**config.mk**
```make
export PLATFORM = sky130hd
export DESIGN_NAME = selective_repeat_sender_window_flat
export DESIGN_NICKNAME = d
export VERILOG_FILES = /design/src/hw/rtl/srsw_pkg.sv /design/src/hw/rtl/srsw_if.sv /design/src/hw/rtl/srsw_alu.sv /design/src/hw/rtl/srsw_obuf.sv /design/src/hw/rtl/srsw_ctrl.sv /design/src/hw/rtl/selective_repeat_sender_window.sv /design/src/flat_wrapper.sv
export SDC_FILE = /design/constraint.sdc
export NUM_CORES = 1
export LEC_CHECK = 0
export ABC_AREA = 1
export BUFFER_PORTS_ARGS = -buffer_cell sky130_fd_sc_hd__buf_2
export CORE_AREA = 2 2 189 191
export DETAILED_ROUTE_END_ITERATION = 12
export DIE_AREA = 0 0 191 193
export GPL_TIMING_DRIVEN = 0
export PLACE_DENSITY = 0.61
export SLEW_MARGIN = 20
export SYNTH_ARGS = -nofsm -noshare
export SYNTH_HDL_FRONTEND = slang
export SYNTH_SLANG_ARGS = --single-unit
```
**constraint.sdc**
```tcl
create_clock -name clk_i -period 11 [get_ports clk_i]
set_input_delay 1.65 -clock clk_i [delete_from_list [all_inputs] [get_ports clk_i]]
set_output_delay 1.65 -clock clk_i [all_outputs]
set_load 0.01 [all_outputs]
```
**src/hw/rtl/srsw_pkg.sv**
```systemverilog
// ----------------------------------------------------------------------------
// Selective-repeat sender window package
// Widths, codes and shared types of the sender window block.
// ----------------------------------------------------------------------------
package srsw_pkg;

  localparam int unsigned MAX_WINDOW = 32;
  localparam int unsigned WIN_CAP    = (MAX_WINDOW < 32) ? MAX_WINDOW : 32;
  localparam int unsigned SEQ_W      = 32;
  localparam int unsigned MAP_W      = 32;
  localparam int unsigned WIN_W      = 6;
  localparam int unsigned CNT_W      = 4;
  localparam int unsigned IDX_W      = 2;
  localparam int unsigned OFF_IDX_W  = 5;

  localparam logic [CNT_W-1:0] CNT_SAT = '1;

  localparam logic [IDX_W-1:0] CFG_WINDOW_SIZE  = 2'd0;
  localparam logic [IDX_W-1:0] CFG_LAST_SEQ     = 2'd1;
  localparam logic [IDX_W-1:0] CFG_MAX_TIMEOUTS = 2'd2;

  typedef enum logic [1:0] {
    REQ_START   = 2'd0,
    REQ_ACK     = 2'd1,
    REQ_TIMEOUT = 2'd2
  } req_type_e;

  typedef enum logic [1:0] {
    RES_SEND     = 2'd0,
    RES_COMPLETE = 2'd1,
    RES_ABORT    = 2'd2
  } result_kind_e;

  typedef enum logic [2:0] {
    ST_IDLE,
    ST_ACK_DELTA,
    ST_LIMIT,
    ST_SCAN,
    ST_EMIT_ONE,
    ST_FLUSH
  } state_e;

  typedef enum logic {
    ALU_ADD,
    ALU_SUB
  } alu_op_e;

  typedef struct packed {
    alu_op_e          op;
    logic [SEQ_W-1:0] a;
    logic [SEQ_W-1:0] b;
  } alu_req_t;

  typedef struct packed {
    logic             push;
    logic             flush;
    result_kind_e     kind;
    logic [SEQ_W-1:0] seq;
  } obuf_req_t;

endpackage

```
**src/hw/rtl/srsw_if.sv**
```systemverilog
// ----------------------------------------------------------------------------
// Selective-repeat sender window channels
// Event, result and configuration channels with valid/ready handshake.
// ----------------------------------------------------------------------------
interface srsw_req_if import srsw_pkg::*; ();
  logic             valid;
  logic             ready;
  logic [1:0]       req_type;
  logic [SEQ_W-1:0] ack_seq;
  logic [SEQ_W-1:0] sel_acks;

  modport source (output valid, req_type, ack_seq, sel_acks, input ready);
  modport sink   (input valid, req_type, ack_seq, sel_acks, output ready);
endinterface

interface srsw_res_if import srsw_pkg::*; ();
  logic             valid;
  logic             ready;
  logic [1:0]       result_kind;
  logic [SEQ_W-1:0] seg_seq;
  logic             last_of_run;

  modport source (output valid, result_kind, seg_seq, last_of_run, input ready);
  modport sink   (input valid, result_kind, seg_seq, last_of_run, output ready);
endinterface

interface srsw_cfg_if import srsw_pkg::*; ();
  logic             valid;
  logic             ready;
  logic [IDX_W-1:0] index;
  logic [SEQ_W-1:0] data;

  modport source (output valid, index, data, input ready);
  modport sink   (input valid, index, data, output ready);
endinterface

```
**src/hw/rtl/srsw_alu.sv**
```systemverilog
// ----------------------------------------------------------------------------
// Selective-repeat sender window shared adder
// One 33-bit add/subtract unit; bit 32 is carry on add, borrow on subtract.
// ----------------------------------------------------------------------------
module srsw_alu import srsw_pkg::*; (
  input  alu_req_t         req_i,
  output logic [SEQ_W:0]   res_o
);

  always_comb begin
    unique case (req_i.op)
      ALU_ADD: res_o = {1'b0, req_i.a} + {1'b0, req_i.b};
      ALU_SUB: res_o = {1'b0, req_i.a} - {1'b0, req_i.b};
      default: res_o = '0;
    endcase
  end

endmodule

```
**src/hw/rtl/srsw_obuf.sv**
```systemverilog
// ----------------------------------------------------------------------------
// Selective-repeat sender window result buffer
// Holds one result back so the final one of a run can be flagged, then
// drives the registered result channel.
// ----------------------------------------------------------------------------
module srsw_obuf import srsw_pkg::*; (
  input  logic            clk_i,
  input  logic            rst_ni,
  input  obuf_req_t       req_i,
  output logic            ready_o,
  srsw_res_if.source      res_o
);

  logic             pend_v_q, pend_v_d;
  result_kind_e     pend_kind_q, pend_kind_d;
  logic [SEQ_W-1:0] pend_seq_q, pend_seq_d;
  logic             out_v_q, out_v_d;
  result_kind_e     out_kind_q, out_kind_d;
  logic [SEQ_W-1:0] out_seq_q, out_seq_d;
  logic             out_last_q, out_last_d;
  logic             out_free;

  assign out_free = !out_v_q || res_o.ready;
  assign ready_o  = !pend_v_q || out_free;

  always_comb begin
    pend_v_d    = pend_v_q;
    pend_kind_d = pend_kind_q;
    pend_seq_d  = pend_seq_q;
    out_v_d     = out_v_q && !res_o.ready;
    out_kind_d  = out_kind_q;
    out_seq_d   = out_seq_q;
    out_last_d  = out_last_q;
    if (req_i.push && ready_o) begin
      if (pend_v_q) begin
        out_v_d    = 1'b1;
        out_kind_d = pend_kind_q;
        out_seq_d  = pend_seq_q;
        out_last_d = 1'b0;
      end
      pend_v_d    = 1'b1;
      pend_kind_d = req_i.kind;
      pend_seq_d  = req_i.seq;
    end else if (req_i.flush && pend_v_q && out_free) begin
      // end of run: the held result is the final one
      out_v_d    = 1'b1;
      out_kind_d = pend_kind_q;
      out_seq_d  = pend_seq_q;
      out_last_d = 1'b1;
      pend_v_d   = 1'b0;
    end
  end

  always_ff @(posedge clk_i or negedge rst_ni) begin
    if (!rst_ni) begin
      pend_v_q <= 1'b0;
      out_v_q  <= 1'b0;
    end else begin
      pend_v_q <= pend_v_d;
      out_v_q  <= out_v_d;
    end
  end

  always_ff @(posedge clk_i) begin
    pend_kind_q <= pend_kind_d;
    pend_seq_q  <= pend_seq_d;
    out_kind_q  <= out_kind_d;
    out_seq_q   <= out_seq_d;
    out_last_q  <= out_last_d;
  end

  assign res_o.valid       = out_v_q;
  assign res_o.result_kind = out_kind_q;
  assign res_o.seg_seq     = out_seq_q;
  assign res_o.last_of_run = out_last_q;

endmodule

```
**src/hw/rtl/srsw_ctrl.sv**
```systemverilog
// ----------------------------------------------------------------------------
// Selective-repeat sender window sequencer
// Holds configuration and window state, steps the shared adder through
// the ack check, the limit computation and the window scan.
// ----------------------------------------------------------------------------
module srsw_ctrl import srsw_pkg::*; (
  input  logic            clk_i,
  input  logic            rst_ni,
  srsw_req_if.sink        req_i,
  srsw_cfg_if.sink        cfg_i,
  output alu_req_t        alu_req_o,
  input  logic [SEQ_W:0]  alu_res_i,
  output obuf_req_t       obuf_req_o,
  input  logic            obuf_ready_i
);

  state_e             state_q, state_d;
  logic [WIN_W-1:0]   win_size_q;
  logic [SEQ_W-1:0]   last_seq_q;
  logic [CNT_W-1:0]   max_to_q;

  logic [SEQ_W-1:0]   base_q, base_d;
  logic [MAP_W-1:0]   map_q, map_d;
  logic [WIN_W-1:0]   next_off_q, next_off_d;
  logic [CNT_W-1:0]   to_cnt_q, to_cnt_d;
  logic               fin_q, fin_d;
  logic               abort_q, abort_d;

  logic [SEQ_W-1:0]   ack_q, ack_d;
  logic [SEQ_W-1:0]   sel_q, sel_d;
  logic               is_ack_q, is_ack_d;
  logic               carry_q, carry_d;
  logic [WIN_W-1:0]   off_q, off_d;
  logic               lim_none_q, lim_none_d;
  logic [WIN_W-1:0]   lim_q, lim_d;
  result_kind_e       rkind_q, rkind_d;

  logic [WIN_W-1:0]   win;
  logic               req_fire;
  req_type_e          rtype;
  logic               active;
  logic [CNT_W-1:0]   cnt_inc;
  logic               to_abort;
  logic               stale;
  logic               done_ack;
  logic               scan_end;
  logic               hit;

  // effective window, clamped to 1..WIN_CAP
  always_comb begin
    if (win_size_q == '0) begin
      win = WIN_W'(1);
    end else if (win_size_q > WIN_W'(WIN_CAP)) begin
      win = WIN_W'(WIN_CAP);
    end else begin
      win = win_size_q;
    end
  end

  assign req_i.ready = (state_q == ST_IDLE);
  assign req_fire    = req_i.valid && req_i.ready;
  assign rtype       = req_type_e'(req_i.req_type);
  assign active      = !fin_q && !abort_q;
  assign cnt_inc     = (to_cnt_q < CNT_SAT) ? to_cnt_q + CNT_W'(1) : to_cnt_q;
  assign to_abort    = (cnt_inc >= max_to_q);

  assign stale    = (|alu_res_i[SEQ_W-1:WIN_W]) || (alu_res_i[WIN_W-1:0] > win);
  // ack reach passes last_seq: either the base wrapped or last_seq < new base
  assign done_ack = is_ack_q && (carry_q || alu_res_i[SEQ_W]);
  assign scan_end = (off_q >= win);
  assign hit      = !map_q[off_q[OFF_IDX_W-1:0]] && !lim_none_q && (off_q <= lim_q);

  // shared adder operand select
  always_comb begin
    unique case (state_q)
      ST_ACK_DELTA: alu_req_o = '{op: ALU_SUB, a: ack_q, b: base_q};
      ST_SCAN:      alu_req_o = '{op: ALU_ADD, a: base_q,
                                  b: {{(SEQ_W-WIN_W){1'b0}}, off_q}};
      default:      alu_req_o = '{op: ALU_SUB, a: last_seq_q, b: base_q};
    endcase
  end

  // next state
  always_comb begin
    state_d = state_q;
    unique case (state_q)
      ST_IDLE: begin
        if (req_fire) begin
          unique case (rtype)
            REQ_START:   state_d = ST_LIMIT;
            REQ_ACK:     state_d = active ? ST_ACK_DELTA : ST_FLUSH;
            REQ_TIMEOUT: begin
              if (!active) begin
                state_d = ST_FLUSH;
              end else begin
                state_d = to_abort ? ST_EMIT_ONE : ST_LIMIT;
              end
            end
            default:     state_d = ST_FLUSH;
          endcase
        end
      end
      ST_ACK_DELTA: state_d = stale ? ST_FLUSH : ST_LIMIT;
      ST_LIMIT:     state_d = done_ack ? ST_EMIT_ONE : ST_SCAN;
      ST_SCAN:      state_d = scan_end ? ST_FLUSH : ST_SCAN;
      ST_EMIT_ONE:  state_d = obuf_ready_i ? ST_FLUSH : ST_EMIT_ONE;
      ST_FLUSH:     state_d = obuf_ready_i ? ST_IDLE : ST_FLUSH;
      default:      state_d = ST_IDLE;
    endcase
  end

  // datapath and outputs
  always_comb begin
    base_d     = base_q;
    map_d      = map_q;
    next_off_d = next_off_q;
    to_cnt_d   = to_cnt_q;
    fin_d      = fin_q;
    abort_d    = abort_q;
    ack_d      = ack_q;
    sel_d      = sel_q;
    is_ack_d   = is_ack_q;
    carry_d    = carry_q;
    off_d      = off_q;
    lim_none_d = lim_none_q;
    lim_d      = lim_q;
    rkind_d    = rkind_q;
    obuf_req_o = '{push: 1'b0, flush: 1'b0, kind: RES_SEND, seq: '0};

    unique case (state_q)
      ST_IDLE: begin
        if (req_fire) begin
          ack_d    = req_i.ack_seq;
          sel_d    = req_i.sel_acks;
          is_ack_d = (rtype == REQ_ACK);
          carry_d  = 1'b0;
          if (rtype == REQ_START) begin
            base_d     = '0;
            map_d      = '0;
            next_off_d = '0;
            to_cnt_d   = '0;
            fin_d      = 1'b0;
            abort_d    = 1'b0;
          end else if (rtype == REQ_TIMEOUT && active) begin
            to_cnt_d = cnt_inc;
            if (to_abort) begin
              abort_d = 1'b1;
              rkind_d = RES_ABORT;
            end else begin
              next_off_d = '0;
            end
          end
        end
      end
      ST_ACK_DELTA: begin
        if (!stale) begin
          // delta is at most the window here, so bit WIN_W-1 set means a full shift
          map_d = (alu_res_i[WIN_W-1] ? '0 : (map_q >> alu_res_i[OFF_IDX_W-1:0]))
                  | {sel_q[MAP_W-2:0], 1'b0};
          base_d     = ack_q;
          to_cnt_d   = '0;
          next_off_d = win - alu_res_i[WIN_W-1:0];
          carry_d    = alu_res_i[SEQ_W];
        end
      end
      ST_LIMIT: begin
        lim_none_d = alu_res_i[SEQ_W];
        lim_d      = (|alu_res_i[SEQ_W-1:WIN_W]) ? '1 : alu_res_i[WIN_W-1:0];
        off_d      = next_off_q;
        if (done_ack) begin
          fin_d      = 1'b1;
          next_off_d = win;
          rkind_d    = RES_COMPLETE;
        end
      end
      ST_SCAN: begin
        if (scan_end) begin
          next_off_d = win;
        end else begin
          obuf_req_o = '{push: hit, flush: 1'b0, kind: RES_SEND,
                         seq: alu_res_i[SEQ_W-1:0]};
          if (!hit || obuf_ready_i) begin
            off_d = off_q + WIN_W'(1);
          end
        end
      end
      ST_EMIT_ONE: begin
        obuf_req_o = '{push: 1'b1, flush: 1'b0, kind: rkind_q, seq: '0};
      end
      ST_FLUSH: begin
        obuf_req_o = '{push: 1'b0, flush: 1'b1, kind: RES_SEND, seq: '0};
      end
      default: begin
        obuf_req_o = '{push: 1'b0, flush: 1'b0, kind: RES_SEND, seq: '0};
      end
    endcase
  end

  // configuration registers, always writable
  assign cfg_i.ready = 1'b1;

  always_ff @(posedge clk_i or negedge rst_ni) begin
    if (!rst_ni) begin
      win_size_q <= WIN_W'(4);
      last_seq_q <= '0;
      max_to_q   <= CNT_W'(3);
    end else if (cfg_i.valid && cfg_i.ready) begin
      unique case (cfg_i.index)
        CFG_WINDOW_SIZE:  win_size_q <= cfg_i.data[WIN_W-1:0];
        CFG_LAST_SEQ:     last_seq_q <= cfg_i.data;
        CFG_MAX_TIMEOUTS: max_to_q   <= cfg_i.data[CNT_W-1:0];
        default: ;
      endcase
    end
  end

  always_ff @(posedge clk_i or negedge rst_ni) begin
    if (!rst_ni) begin
      state_q    <= ST_IDLE;
      base_q     <= '0;
      map_q      <= '0;
      next_off_q <= '0;
      to_cnt_q   <= '0;
      fin_q      <= 1'b0;
      abort_q    <= 1'b0;
    end else begin
      state_q    <= state_d;
      base_q     <= base_d;
      map_q      <= map_d;
      next_off_q <= next_off_d;
      to_cnt_q   <= to_cnt_d;
      fin_q      <= fin_d;
      abort_q    <= abort_d;
    end
  end

  always_ff @(posedge clk_i) begin
    ack_q      <= ack_d;
    sel_q      <= sel_d;
    is_ack_q   <= is_ack_d;
    carry_q    <= carry_d;
    off_q      <= off_d;
    lim_none_q <= lim_none_d;
    lim_q      <= lim_d;
    rkind_q    <= rkind_d;
  end

endmodule

```
**src/hw/rtl/selective_repeat_sender_window.sv**
```systemverilog
// ----------------------------------------------------------------------------
// Selective-repeat sender window
// Sender side window of a selective-repeat ARQ transfer.
// ----------------------------------------------------------------------------
// Usage:
//   req_i  : events (start, acknowledgement, timeout). One event is taken at a
//            time; ready stays low until every result of the event is handed
//            to the result buffer.
//   res_o  : results (segment to send, transfer complete, aborted), one per
//            transfer, last_of_run set on the final result of an event. An
//            event may produce no result at all.
//   cfg_i  : register writes (window size, last_seq, max_timeouts), always
//            ready; write only while no event is in flight.
//   Timing: the window scan checks one slot per cycle through the shared
//   adder while the result buffer accepts its sends.
//   A stalled receiver holds the scan once the one-entry hold stage and the
//   output register are both full.
//   Reset: window of 4, last_seq 0, max_timeouts 3, window state cleared.
// ----------------------------------------------------------------------------
module selective_repeat_sender_window import srsw_pkg::*; (
  input  logic        clk_i,
  input  logic        rst_ni,
  srsw_req_if.sink    req_i,
  srsw_res_if.source  res_o,
  srsw_cfg_if.sink    cfg_i
);

  alu_req_t        alu_req;
  logic [SEQ_W:0]  alu_res;
  obuf_req_t       obuf_req;
  logic            obuf_ready;

  srsw_ctrl u_ctrl (
    .clk_i        (clk_i),
    .rst_ni       (rst_ni),
    .req_i        (req_i),
    .cfg_i        (cfg_i),
    .alu_req_o    (alu_req),
    .alu_res_i    (alu_res),
    .obuf_req_o   (obuf_req),
    .obuf_ready_i (obuf_ready)
  );

  srsw_alu u_alu (
    .req_i (alu_req),
    .res_o (alu_res)
  );

  srsw_obuf u_obuf (
    .clk_i   (clk_i),
    .rst_ni  (rst_ni),
    .req_i   (obuf_req),
    .ready_o (obuf_ready),
    .res_o   (res_o)
  );

endmodule

```
**src/flat_wrapper.sv**
```systemverilog
// flat-port wrapper written by rule: the top's interface ports become plain ports
module selective_repeat_sender_window_flat import srsw_pkg::*;
  (clk_i, rst_ni, req_i_valid, req_i_req_type, req_i_ack_seq, req_i_sel_acks, req_i_ready, res_o_valid, res_o_result_kind, res_o_seg_seq, res_o_last_of_run, res_o_ready, cfg_i_valid, cfg_i_index, cfg_i_data, cfg_i_ready);
  srsw_req_if req_i_i ();
  srsw_res_if res_o_i ();
  srsw_cfg_if cfg_i_i ();
  input  logic clk_i;
  input  logic rst_ni;
  input wire logic [$bits(req_i_i.valid)-1:0] req_i_valid;
  input wire logic [$bits(req_i_i.req_type)-1:0] req_i_req_type;
  input wire logic [$bits(req_i_i.ack_seq)-1:0] req_i_ack_seq;
  input wire logic [$bits(req_i_i.sel_acks)-1:0] req_i_sel_acks;
  output wire logic [$bits(req_i_i.ready)-1:0] req_i_ready;
  output wire logic [$bits(res_o_i.valid)-1:0] res_o_valid;
  output wire logic [$bits(res_o_i.result_kind)-1:0] res_o_result_kind;
  output wire logic [$bits(res_o_i.seg_seq)-1:0] res_o_seg_seq;
  output wire logic [$bits(res_o_i.last_of_run)-1:0] res_o_last_of_run;
  input wire logic [$bits(res_o_i.ready)-1:0] res_o_ready;
  input wire logic [$bits(cfg_i_i.valid)-1:0] cfg_i_valid;
  input wire logic [$bits(cfg_i_i.index)-1:0] cfg_i_index;
  input wire logic [$bits(cfg_i_i.data)-1:0] cfg_i_data;
  output wire logic [$bits(cfg_i_i.ready)-1:0] cfg_i_ready;
  assign req_i_i.valid = req_i_valid;
  assign req_i_i.req_type = req_i_req_type;
  assign req_i_i.ack_seq = req_i_ack_seq;
  assign req_i_i.sel_acks = req_i_sel_acks;
  assign req_i_ready = req_i_i.ready;
  assign res_o_valid = res_o_i.valid;
  assign res_o_result_kind = res_o_i.result_kind;
  assign res_o_seg_seq = res_o_i.seg_seq;
  assign res_o_last_of_run = res_o_i.last_of_run;
  assign res_o_i.ready = res_o_ready;
  assign cfg_i_i.valid = cfg_i_valid;
  assign cfg_i_i.index = cfg_i_index;
  assign cfg_i_i.data = cfg_i_data;
  assign cfg_i_ready = cfg_i_i.ready;
  selective_repeat_sender_window u_core (.clk_i(clk_i), .rst_ni(rst_ni), .req_i(req_i_i), .res_o(res_o_i), .cfg_i(cfg_i_i));
endmodule
```
==> run metrics <==
#FFs+latches synth=272; port bufs=140; reg2reg end=u_core.u_ctrl.carry_q$_SDFFCE_PP0P_; total global routing track utilization=26.09%; share of Yosys cell area claimed by the top area cell type=28.17%; # diodes=0; fmax=133.4 MHz; Die X=191 µm; largest family of logic cells by synthesized area=simple AND/OR/NAND/NOR gates; Pins Over Slew Limit=0; Core ar.=about 35,000 µm²; count leader, synth=nand2_1; clock skew=0.01824 ns; # setup viols final=0; Max-Cap Viols=0; Post-Synthesis Net Count=2,142; CTS clk-pin slew, worst paths=0.07 ns; Initial Util=approximately 45%; CP max-delay cell=nor2_1; Synth Flop Type=edfxtp_1; sequential share of the synthesized area=47.57%; P per Cell Area=357.4 nW/µm²; pin count of the biggest net entering global routing=80; Placed Cells=2,581; post-CTS setup buffer count=0; nature of the critical path startpoint=flip-flop; fraction of registers with async set or reset after synthesis=45.22%; Critical Path AT=7.76 ns; clk sinks=272; compound-cell area share of the yosys netlist=14.01%; Root Driver=clkbuf_16; RSZ-0062 raised after global routing=false; Hold Vio Cnt, Final=0; via count=13,950; outcome=completed; Post-route DRC=0; minimum clock period=7.495 ns; Hold Crit Class=flip-flop to flip-flop; synth unique cells=54; post-synthesis mux area share=under 10%; Worst Setup SP=u_core.u_ctrl.state_q[2]$_DFFE_PN0N_; reg2reg path depth=27; largest cells by area after synthesis=edfxtp_1 (28%), dfrtp_1 (19%), nand2_1 (13%); antenna viol nets, final=0; Max stage delay on crit path=between 0.8 and 0.9 ns; GPL Wtd Cong=0.9569; H-tree levels=1; Final nets=approximately 2,300; WS Path Type=flip-flop to flip-flop; Worst slew margin=a little under a third; I/O pins=143; Slew @ Worst Pin=1.027 ns; Synth area leader=edfxtp_1; RR Startpoint=u_core.u_ctrl.state_q[2]$_DFFE_PN0N_; Filler cells=roughly 3,300; via/cell ratio=between 5 and 6; reg2reg setup slack=3.51 ns; row cnt=69; worst-skew pair later-pin latency=0.57 ns; Detailed Routing Iterations Pass 1=6; CTS tree=built; initial antenna violation count=0; simple-gate share of the synthesized area=between 20% and 30%; Buf/Inv on CP=10; Area growth, synth to finish=15.68%; Hold Crit Depth=0; CP dominant cell by count=clkbuf_1; Avg Cell Area, Syn=8.034 µm²; synthesized area=15,880 µm²; CTS max path bufs=3; adder-cell area share of the yosys netlist=4.821%; Lkg Pwr=between 8 and 9 nW; hold endpoint=u_core.u_obuf.res_o.seg_seq[8]$_DFFE_PP_; Die Area=36,860 µm²; hold-fix buffers at CTS=0; final std cells w/o fill=2,637; vias in the first global route=12,880; CP top delay family=buffers and inverters; global-route wire length before repair=73.56 mm; Final Power=0.006566 W; Tcrit/Tclk final=68.13%; CP max FO=10; Post-synth top cells=nand2_1 (547), inv_1 (231), a21oi_1 (166); Routed WL=47.37 mm; share of cells above drive strength 1=between 10% and 20%; half-perimeter wire length after placement=37.54 mm; post-CTS sizing=0; gr ovfl total=0; Crit. End Element=flip-flop; required time worst endpoint=11.27 ns; Yosys warnings=0; number of flops mapped to enable cells by yosys=149; die height=roughly 190 µm; setup TNS=0 ns; hold_sp=u_core.u_obuf.pend_seq_q[8]$_SDFFCE_PP0P_; drt initial violations=1,391; maximum vdd ir drop=about 0.19 mV; Num CTS Buffers=30; post-synthesis cell count=1,977; Post-Synth XOR/XNOR Area=less than 1%; routed len/inst=between 15 and 20 µm
[cell usage in the layout (no fill, tap or decap), drive strengths merged, types with 2 or more instances in the layout]
master,n
a21o,2
o21a,4
clkinv,12
o221ai,5
nor3,16
nand2,556
clkinvlp,5
nor2,170
o21ai,191
xor2,9
inv,242
dfrtp,120
fa,2
dfstp,3
nand3,71
o22ai,10
nand3b,8
buf,166
nand4,21
bufinv,7
a21oi,167
ha,58
edfxtp,149
mux2i,23
o21bai,3
xnor2,3
a31oi,16
mux2,27
a211oi,6
o211ai,4
or2,2
clkbuf,87
[cell families after synthesis]
family          after synthesis
compound gates              414
xor+xnor                     12
fa+ha+maj                    60
buf+inv                     320
flops                       272
mux                          50
other cells                   1
simple gates                848
[area by class of cell]
class	count	area (µm²)	share of cell area, %
clock buffer	32	779.5	4.242
clock inverter	24	324.1	1.764
buffer	78	332.8	1.811
tap	461	576.8	3.139
inverter	242	908.4	4.944
sequential	272	7556	41.12
timing repair buffer	143	785.8	4.276
multi-input combinational	1385	7111	38.70
[state kept, by name, summed over array words and instances (netlist names), 3 cells and up]
signal                       count
u_core.u_ctrl.lim_q              6
u_core.u_ctrl.win_size_q         6
u_core.u_ctrl.last_seq_q        32
u_core.u_ctrl.to_cnt_q           4
u_core.u_ctrl.max_to_q           4
u_core.u_ctrl.sel_q             31
u_core.u_ctrl.next_off_q         6
u_core.u_ctrl.map_q             32
u_core.u_ctrl.state_q            3
u_core.u_ctrl.base_q            32
u_core.u_ctrl.off_q              6
u_core.u_obuf.pend_seq_q        32
u_core.u_ctrl.ack_q             32
u_core.u_obuf.res_o.seg_seq     32
[worst max path at each step]
| stage | depth (start not counted) | to | slack (ns) |
|---|---|---|---|
| after floorplan | 33 | u_core.u_ctrl.carry_q$_SDFFCE_PP0P_ | 6.05 |
| after global routing | 27 | u_core.u_ctrl.carry_q$_SDFFCE_PP0P_ | 3.12 |
| final | 27 | u_core.u_ctrl.carry_q$_SDFFCE_PP0P_ | 3.51 |
| after CTS | 27 | u_core.u_ctrl.carry_q$_SDFFCE_PP0P_ | 3.69 |
| after detailed placement | 27 | u_core.u_ctrl.carry_q$_SDFFCE_PP0P_ | 3.75 |
| after global placement | 27 | u_core.u_ctrl.carry_q$_SDFFCE_PP0P_ | 3.77 |
[metal layers]
layer	vias to the layer above	GRT usage, %	part of all wire [%]	wire length, µm
met2	550	36.29	39	18540
met5	-	0	0	0
met4	0	6.231	2.2	1024
met3	68	5.140	8.8	4163
li1	6911	-	-	-
met1	6423	41.24	50	23640
[stage by stage]
stage | setup WS, ns | hold WS [ns] | utilization [%] | area, µm²
finish | 3.505 | 0.4155 | 52.55 | 18370
global route | 3.122 | 0.4255 | 52.55 | 18370
CTS | 3.688 | 0.4175 | 52.53 | 18370
detailed placement | 3.745 | 0.4045 | 49.38 | 17260
global placement | 3.766 | 0.4025 | 49.08 | 17160
floorplan | 6.050 | 0.4003 | - | 15880
[where the power goes]
part	total, W	switching, W	internal (W)
sequential	0.00148	0.000107	0.00138
combinational	0.00398	0.00284	0.00113
clock	0.00111	0.000428	0.000680
(Power assumes the default switching activity.)
